### config.mk
export PLATFORM = sky130hd
export DESIGN_NAME = signed_mul_div_mod_unit
export DESIGN_NICKNAME = d
export VERILOG_FILES = /design/src/rtl/smdm_pkg.sv /design/src/rtl/signed_mul_div_mod_unit.sv /design/src/rtl/smdm_engine.sv
export SDC_FILE = /design/constraint.sdc
export NUM_CORES = 1
export LEC_CHECK = 0
export ABC_AREA = 1
export BUFFER_PORTS_ARGS = -buffer_cell sky130_fd_sc_hd__buf_2
export CAP_MARGIN = 20
export CORE_MARGIN = 2
export CORE_UTILIZATION = 45
export DETAILED_ROUTE_END_ITERATION = 8
export PLACE_DENSITY = 0.63
export SETUP_SLACK_MARGIN = 0.3
export SKIP_LAST_GASP = 1
export SYNTH_ARGS = -nofsm -noshare
export SYNTH_HDL_FRONTEND = slang
export SYNTH_HIERARCHICAL = 1
export SYNTH_SLANG_ARGS = --single-unit
### constraint.sdc
create_clock -name i_clk -period 5.3 [get_ports i_clk]
set_clock_uncertainty 0.2 [all_clocks]
set_input_delay 0.265 -clock i_clk [delete_from_list [all_inputs] [get_ports i_clk]]
set_output_delay 0.265 -clock i_clk [all_outputs]
set_load 0.01 [all_outputs]
### src/rtl/smdm_pkg.sv
// shared constants and types for the signed multiply / divide / remainder unit
// no dependencies
package smdm_pkg;

    localparam int DEFAULT_DATA_WIDTH = 32;

    localparam int FUNC_W = 2;

    // operation codes
    localparam logic [FUNC_W-1:0] FUNC_MUL = 2'd0;
    localparam logic [FUNC_W-1:0] FUNC_DIV = 2'd1;
    localparam logic [FUNC_W-1:0] FUNC_REM = 2'd2;

    // control from the sequencer to the bit-serial engine
    typedef struct packed {
        logic load;    // take new operand magnitudes
        logic step;    // advance one bit
        logic is_div;  // restoring division step instead of shift-add
    } t_eng_ctrl;

endpackage

### src/rtl/signed_mul_div_mod_unit.sv
// top level of the signed multiply / divide / remainder unit: sequencer and sign handling
// depends on smdm_pkg and smdm_engine
//
// usage
//   command channel: drive i_func, i_operand_a, i_operand_b and raise start;
//   the item is taken at a rising edge where start is high and busy is low
//   func: multiply (low bits of signed product), divide (quotient truncated
//   toward zero), remainder (sign of the dividend); unused code gives 0
//   zero divisor gives 0 for divide and remainder; overflow wraps, no flag
//   result channel: o_result_value is valid for exactly one cycle with
//   o_valid high; the receiver cannot stall, so nothing backs up
//   sequence: the accept edge leads to one magnitude state, DATA_WIDTH bit
//   steps in the run state and one sign fixup state that loads the output
//   register and raises o_valid; busy drops in the cycle o_valid is high,
//   so a new item can be taken while o_valid is high
//   the rate is set by the bit-serial engine, one product or quotient bit
//   per cycle through a DATA_WIDTH adder or a DATA_WIDTH + 1 subtractor
//   reset (synchronous, active low) returns the sequencer to idle and drops
//   o_valid; an item in flight is lost
module signed_mul_div_mod_unit #(
    parameter int DATA_WIDTH = smdm_pkg::DEFAULT_DATA_WIDTH
) (
    input  logic                        i_clk,
    input  logic                        i_rst_n,
    input  logic                        start,
    output logic                        busy,
    input  logic [smdm_pkg::FUNC_W-1:0] i_func,
    input  logic signed [DATA_WIDTH-1:0] i_operand_a,
    input  logic signed [DATA_WIDTH-1:0] i_operand_b,
    output logic                        o_valid,
    output logic signed [DATA_WIDTH-1:0] o_result_value
);
    import smdm_pkg::*;

    localparam int CNT_W = $clog2(DATA_WIDTH);
    localparam logic [CNT_W-1:0] LAST_STEP = CNT_W'(DATA_WIDTH - 1);

    // sequencer states
    localparam logic [1:0] S_IDLE = 2'd0;
    localparam logic [1:0] S_MAG  = 2'd1;
    localparam logic [1:0] S_RUN  = 2'd2;
    localparam logic [1:0] S_FIX  = 2'd3;

    logic [1:0]            r_state, n_state;
    logic [CNT_W-1:0]      r_cnt, n_cnt;
    logic                  r_valid, n_valid;

    // latched item
    logic [FUNC_W-1:0]     r_func;
    logic [DATA_WIDTH-1:0] r_a, r_b;
    logic                  r_bzero;
    logic [DATA_WIDTH-1:0] r_result, n_result;

    logic                  w_accept;
    logic                  w_sign_a, w_sign_b;
    logic [DATA_WIDTH-1:0] w_mag_a, w_mag_b;
    logic [DATA_WIDTH-1:0] w_acc, w_quo;
    logic [DATA_WIDTH-1:0] w_val;
    logic                  w_neg;
    t_eng_ctrl             w_ctrl;

    assign busy     = (r_state != S_IDLE);
    assign w_accept = start && !busy;

    assign w_sign_a = r_a[DATA_WIDTH-1];
    assign w_sign_b = r_b[DATA_WIDTH-1];
    // magnitudes; the most negative value maps onto itself, read as unsigned
    assign w_mag_a  = w_sign_a ? (~r_a + 1'b1) : r_a;
    assign w_mag_b  = w_sign_b ? (~r_b + 1'b1) : r_b;

    always_comb begin
        w_ctrl.load   = (r_state == S_MAG);
        w_ctrl.step   = (r_state == S_RUN);
        w_ctrl.is_div = (r_func != FUNC_MUL);
    end

    smdm_engine #(
        .DATA_WIDTH (DATA_WIDTH)
    ) u_engine (
        .i_clk   (i_clk),
        .i_ctrl  (w_ctrl),
        .i_mag_a (w_mag_a),
        .i_mag_b (w_mag_b),
        .o_acc   (w_acc),
        .o_quo   (w_quo)
    );

    // sign fixup and result selection
    always_comb begin
        w_val = '0;
        w_neg = 1'b0;
        case (r_func)
            FUNC_MUL: begin
                w_val = w_acc;
                w_neg = w_sign_a ^ w_sign_b;
            end
            FUNC_DIV: begin
                w_val = r_bzero ? '0 : w_quo;
                w_neg = w_sign_a ^ w_sign_b;
            end
            FUNC_REM: begin
                w_val = r_bzero ? '0 : w_acc;
                w_neg = w_sign_a;
            end
            default: begin
                w_val = '0;
                w_neg = 1'b0;
            end
        endcase
    end

    always_comb begin
        n_state  = r_state;
        n_cnt    = r_cnt;
        n_valid  = 1'b0;
        n_result = r_result;
        case (r_state)
            S_IDLE: begin
                if (w_accept) begin
                    n_state = S_MAG;
                end
            end
            S_MAG: begin
                n_cnt   = LAST_STEP;
                n_state = S_RUN;
            end
            S_RUN: begin
                n_cnt = r_cnt - 1'b1;
                if (r_cnt == '0) begin
                    n_state = S_FIX;
                end
            end
            S_FIX: begin
                n_result = w_neg ? (~w_val + 1'b1) : w_val;
                n_valid  = 1'b1;
                n_state  = S_IDLE;
            end
            default: begin
                n_state = S_IDLE;
            end
        endcase
    end

    always_ff @(posedge i_clk) begin
        if (!i_rst_n) begin
            r_state <= S_IDLE;
            r_cnt   <= '0;
            r_valid <= 1'b0;
        end else begin
            r_state <= n_state;
            r_cnt   <= n_cnt;
            r_valid <= n_valid;
        end
    end

    // item payload, no reset needed
    always_ff @(posedge i_clk) begin
        if (w_accept) begin
            r_func <= i_func;
            r_a    <= i_operand_a;
            r_b    <= i_operand_b;
        end
        if (r_state == S_MAG) begin
            r_bzero <= (r_b == '0);
        end
        r_result <= n_result;
    end

    assign o_valid        = r_valid;
    assign o_result_value = r_result;

endmodule

### src/rtl/smdm_engine.sv
// bit-serial engine: one shift-add multiply or restoring division bit per step cycle
// depends on smdm_pkg
module smdm_engine #(
    parameter int DATA_WIDTH = smdm_pkg::DEFAULT_DATA_WIDTH
) (
    input  logic                  i_clk,
    input  smdm_pkg::t_eng_ctrl   i_ctrl,
    input  logic [DATA_WIDTH-1:0] i_mag_a,
    input  logic [DATA_WIDTH-1:0] i_mag_b,
    output logic [DATA_WIDTH-1:0] o_acc,
    output logic [DATA_WIDTH-1:0] o_quo
);
    import smdm_pkg::*;

    logic [DATA_WIDTH-1:0] r_acc, n_acc;  // product accumulator or partial remainder
    logic [DATA_WIDTH-1:0] r_x, n_x;      // multiplicand, or dividend shifting out msb first
    logic [DATA_WIDTH-1:0] r_y, n_y;      // multiplier shifting out lsb first, or divisor
    logic [DATA_WIDTH-1:0] r_q, n_q;      // quotient bits shifting in

    logic [DATA_WIDTH:0]   w_trial;
    logic [DATA_WIDTH:0]   w_diff;

    always_comb begin
        n_acc = r_acc;
        n_x   = r_x;
        n_y   = r_y;
        n_q   = r_q;
        // partial remainder shifted left with the next dividend bit, carry kept on top
        w_trial = {r_acc, r_x[DATA_WIDTH-1]};
        w_diff  = w_trial - {1'b0, r_y};
        if (i_ctrl.load) begin
            n_acc = '0;
            n_x   = i_mag_a;
            n_y   = i_mag_b;
            n_q   = '0;
        end else if (i_ctrl.step) begin
            if (i_ctrl.is_div) begin
                n_x = {r_x[DATA_WIDTH-2:0], 1'b0};
                if (!w_diff[DATA_WIDTH]) begin
                    n_acc = w_diff[DATA_WIDTH-1:0];
                    n_q   = {r_q[DATA_WIDTH-2:0], 1'b1};
                end else begin
                    n_acc = w_trial[DATA_WIDTH-1:0];
                    n_q   = {r_q[DATA_WIDTH-2:0], 1'b0};
                end
            end else begin
                if (r_y[0]) begin
                    n_acc = r_acc + r_x;
                end
                n_x = {r_x[DATA_WIDTH-2:0], 1'b0};
                n_y = {1'b0, r_y[DATA_WIDTH-1:1]};
            end
        end
    end

    always_ff @(posedge i_clk) begin
        r_acc <= n_acc;
        r_x   <= n_x;
        r_y   <= n_y;
        r_q   <= n_q;
    end

    assign o_acc = r_acc;
    assign o_quo = r_q;

endmodule
Word level (Yosys, flattened, before mapping)
Cells that the tools add are included.
Storage, ports and cells
  register bits after elaboration: 235
  logic and storage cells: 66
  output and inout port bits: 34
  input port bits: 69
Operators by class
  reductions and logical operators: 15
  eq/ne operators: 8
  multiplexer cells: 21
  add/sub/neg operators: 6
  bitwise logic cells: 4
Operators with widths (count)
  $mux 32: 13
  $add 32x1->32 const B: 3
  $not 32->32: 3
  $pmux 32 s3: 1
  $sub 33x32->33: 1
  $add 32x32->32: 1
  $logic_not 32->1: 1
  $pmux 5 s2: 1
  $pmux 2 s4: 1
  $reduce_and 2->1: 4
  $reduce_bool 2->1: 4
  $eq 2x2->1 const B: 3
  $logic_not 5->1: 1
  $sub 5x1->5 const B: 1
  $eq 2x1->1 const B: 2
  $logic_not 2->1: 2
  $mux 2: 2
  $ne 2x2->1 const B: 2
  $mux 1: 2
  $ne 2x1->1 const B: 1
  $pmux 1 s2: 1
  $reduce_or 2->1: 1
  $logic_and 1x1->1: 1
  $logic_not 1->1: 1
  $xor 1x1->1: 1

Depth between registers and ports, before layout
  word-level depth: 5
  gate-level depth with buffers: 21
  gate-level depth less buffers: 20

Hierarchy
The synthesis kept the hierarchy.
Modules (own cells, without submodules)
  smdm_engine: cells an instance 1598, sequential area each 3203.1 sq um, area an instance 10133.5 sq um, times used 1
  signed_mul_div_mod_unit: cells an instance 960, sequential area each 3133.0 sq um, area an instance 7365.8 sq um, times used 1

Least setup slack after synthesis
No wires, ideal clock.
  path type: reg-to-reg
  start: register r_func[0]
  end: register u_engine.r_y[0], enable pin
  path slack: 0.792 ns
  setup time: 0.466 ns
  cell stages (with the launch flop): 8
  data arrival time: 3.843 ns
  period minus slack after synthesis: 4.508 ns
  buffers on the path: 4
  required time: 4.634 ns
  cell sequence: edfxtp_1 -> buf_4 -> nor2_1 -> inv_1 -> clkbuf_1 -> clkbuf_1 -> buf_2 -> o21ai_0
RTL lines
  start, declared: RTL line signed_mul_div_mod_unit.sv:49  | logic [FUNC_W-1:0] r_func;
  start signal, assigned: RTL line signed_mul_div_mod_unit.sv:159  | r_func <= i_func;
  end signal, assigned: RTL line smdm_engine.sv:59  | r_y <= n_y;
  end, declared: RTL line smdm_engine.sv:17  | logic [DATA_WIDTH-1:0] r_y, n_y;

==> flow_summary_export.csv <==
group,metric,value,unit
clocking,worstSkewPairLatency,0.58,ns
global_routing,grt_pass1_wl,85000,um
global_routing,grtUsageTotal,26.4,%
placed_design,dp_hpwl,42100,um
setup_path,slowest_stage,"inv_1",
routing,wl,54100,um
setup_path,critPathMaxFanout,29,
cells_and_area,final_util,52.1,%
clocking,cts.sinks,235,
global_routing,grt_max_degree,92,
routing,first_iter_violations,1383,
yosys,seq_area_frac_synth,36.2,%
setup_path,arrival,3.95,ns
timing,hold_viol,0,
cells_and_area,area_growth,14.8,%
routing,ant_nets,0,
status,status,"finished clean",
yosys,synth_cell_types,48,
timing,fin_crit,3.62,ns
floorplan,initial_core_util,45.4,%
clocking,cts_root_buffer,"clkbuf_16",
yosys,synth_nets,2702,
setup_path,cpMostUsedCell,"inv_1",
clocking,cts_buffer_depth,3,
setup_path,reg2reg_slack,1.68,ns
routing,remaining_drc_errors,0,
floorplan,die_h,201,um
clocking,cts.clk_slew.worst_paths,0.07,ns
cells_and_area,drive_above_1_share,9.30,%
timing,post-route-period-util,68.3,%
timing,finalSetupTns,0,ns
clocking,htreeDepth,1,
timing,drv_slew,0,
routing,vias,16800,
power_and_ir_drop,peakVddDrop,335,uV
routing,first_pass_iters,7,
global_routing,grt_overflow_total,0,
timing,rsz0062_at_grt,"false",
setup_path,path_class,"register to register",
timing,whs,0.184,ns
global_routing,grt_pass1_vias,15900,
floorplan,rows,72,
routing,vias_per_cell,5.16,
cells_and_area,final_cell_mix,"796 x nand2_1, 374 x inv_1, 266 x nor2_1, 169 x nand3_1, 167 x o21ai_0",
hold_path,hp-start,"i_operand_a[5]",
timing,max_freq,0.276,GHz
flow_run,drv_cap,0,
yosys,synth_area,17500,um2
yosys,ys_seq_elements,235,
hold_path,hp-class,"input port to register",
setup_path,r2r_cells,7,
placed_design,port-buffer-count,102,
setup_path,max_stage_delay,0.79,ns
yosys,synthCells,2558,
timing,tightest_slew,1.08,ns
clocking,cts_buffers,29,
floorplan,core,38600,um2
routing,wl_per_cell,16.6,um
global_routing,antenna_found_initial,0,
yosys,yosys_warnings,6,
timing,setup_violations,0,
setup_path,endpoint_kind,"register",
clocking,tritoncts,"yes",
placed_design,globalplace.congestion,0.985,
setup_path,path_cells,"nor2_1, inv_1, inv_1, nand3_1, nand3_1, nand2_1, inv_1",
hold_path,holdPathEnd,"r_a[5]",
cells_and_area,final_nets,2851,
setup_path,r2r-end,"u_engine/o_acc[22]",
hold_path,hold_depth,2,
timing,slew_headroom,27.7,%
cells_and_area,mostFrequentLayoutCell,"nand2_1",
yosys,syn_avg_cell_area,6.84,um2
cells_and_area,n_fill_cell,3892,
cells_and_area,diodes,0,
floorplan,ios,103,
setup_path,critPathRequiredTime,5.63,ns
floorplan,die_w,201,um
clocking,ctsResizeCount,0,
setup_path,start_kind,"register",
floorplan,dieArea,40500,um2
setup_path,r2r_start,"r_func[1]",
power_and_ir_drop,power_density,706,nW/um2
power_and_ir_drop,fin_total_pwr,14.2,mW
power_and_ir_drop,p_leak,9.92,nW
[how the worst max path moves through the flow]
stage / from / end / slack [ns] / cells after the start
after CTS: r_func[1] / u_engine/o_acc[22] / 1.74 / 7
after global placement: r_func[1] / u_engine/o_acc[22] / 1.83 / 7
after floorplan: r_func[0] / u_engine/r_y[0] / 0.79 / 7
after detailed placement: r_func[1] / u_engine/o_acc[22] / 1.76 / 7
final: r_func[1] / u_engine/o_acc[22] / 1.68 / 7
after global routing: r_func[1] / u_engine/o_acc[13] / 1.45 / 7
[critical path: cells and delay by family, from the launching register on]
kind,cells,cell delay [ns]
buffers and inverters,3,1.53
flip-flops,1,0.61
AND/OR/NAND/NOR,4,1.21
[state kept, by name (all words and copies together), names as in the netlist]
name / cells
o_result_value: 32
o_valid: 1
r_a: 32
r_b: 32
r_bzero: 1
r_cnt: 5
r_func: 2
r_state: 2
u_engine/o_acc: 32
u_engine/o_quo: 32
u_engine/r_x: 32
u_engine/r_y: 32
[kinds of logic after synthesis]
kind of cell               after synthesis  share of synthesized area [%]
and+or+nand+nor                       1379                           33.5
buffers and inverters                  459                           10.5
AOI/OAI and AO/OA                      326                           10.1
DFF                                    235                           36.2
xor gates and xnor gates                84                           4.20
adders and majority gates               75                           5.45
[synth_stat cells, drive strengths merged]
master	count	area share [%]
nand2	824	18
inv	389	8.3
nor2	280	6.3
nand3	186	5.8
o21ai	174	5.1
edfxtp	163	28
a21oi	109	3.2
ha	73	5.2
dfxtp	72	8.2
xor2	64	3.2
clkbuf	42	0.90
nand4	30	1.1
buf	28	1.3
nor3	27	0.80
xnor2	20	1.0
o211ai	19	0.82
nand3b	11	0.47
or2	9	0.32
a21o	7	0.30
a31oi	7	0.25
and2	5	0.18
nor4	4	0.14
o21bai	4	0.17
fa	2	0.23
o21a	2	0.086
o22ai	2	0.071
and3	1	0.036
and3b	1	0.050
nor3b	1	0.043
o311ai	1	0.050
o31ai	1	0.043
[metal layers]
| layer | track usage (%) | part of all wire (%) | up-vias |
|---|---|---|---|
| met5 | 0 | 0 | - |
| met4 | 12.8 | 5.4 | 0 |
| met1 | 34.1 | 43 | 7586 |
| met3 | 2.87 | 5.7 | 115 |
| li1 | - | - | 8496 |
| met2 | 44.3 | 46 | 569 |
[power breakdown]
group | internal [mW] | switching, mW | total [mW]
Clock | 1.25 | 0.813 | 2.07
Sequential | 2.91 | 0.693 | 3.61
Combinational | 2.72 | 5.79 | 8.51
[area by class of cell]
cell class	instances	area (um2)	share of cell area, %
tap	518	648	3.23
clock inverter	20	250	1.25
sequential	235	6340	31.5
timing repair buffer	188	1330	6.60
inverter	389	1460	7.27
multi-input combinational	1864	9330	46.4
clock buffer	34	744	3.70
[per-stage QoR]
step / setup WS, ns / instances / area (um2)
after floorplan: 0.792 / 2558 / 17500
after global placement: 1.83 / 3126 / 18400
after detailed placement: 1.76 / 3126 / 18400
after CTS: 1.74 / 3248 / 20100
after global routing: 1.45 / 3248 / 20100
final: 1.68 / 3248 / 20100
[what timing repair did]
action,in CTS,in global routing
setup buffers,0,0
hold endpoints to repair,79,0
endpoints found under the setup margin,0,0
hold buffers,68,0
No activity file was read; power rests on OpenSTA's default activity.
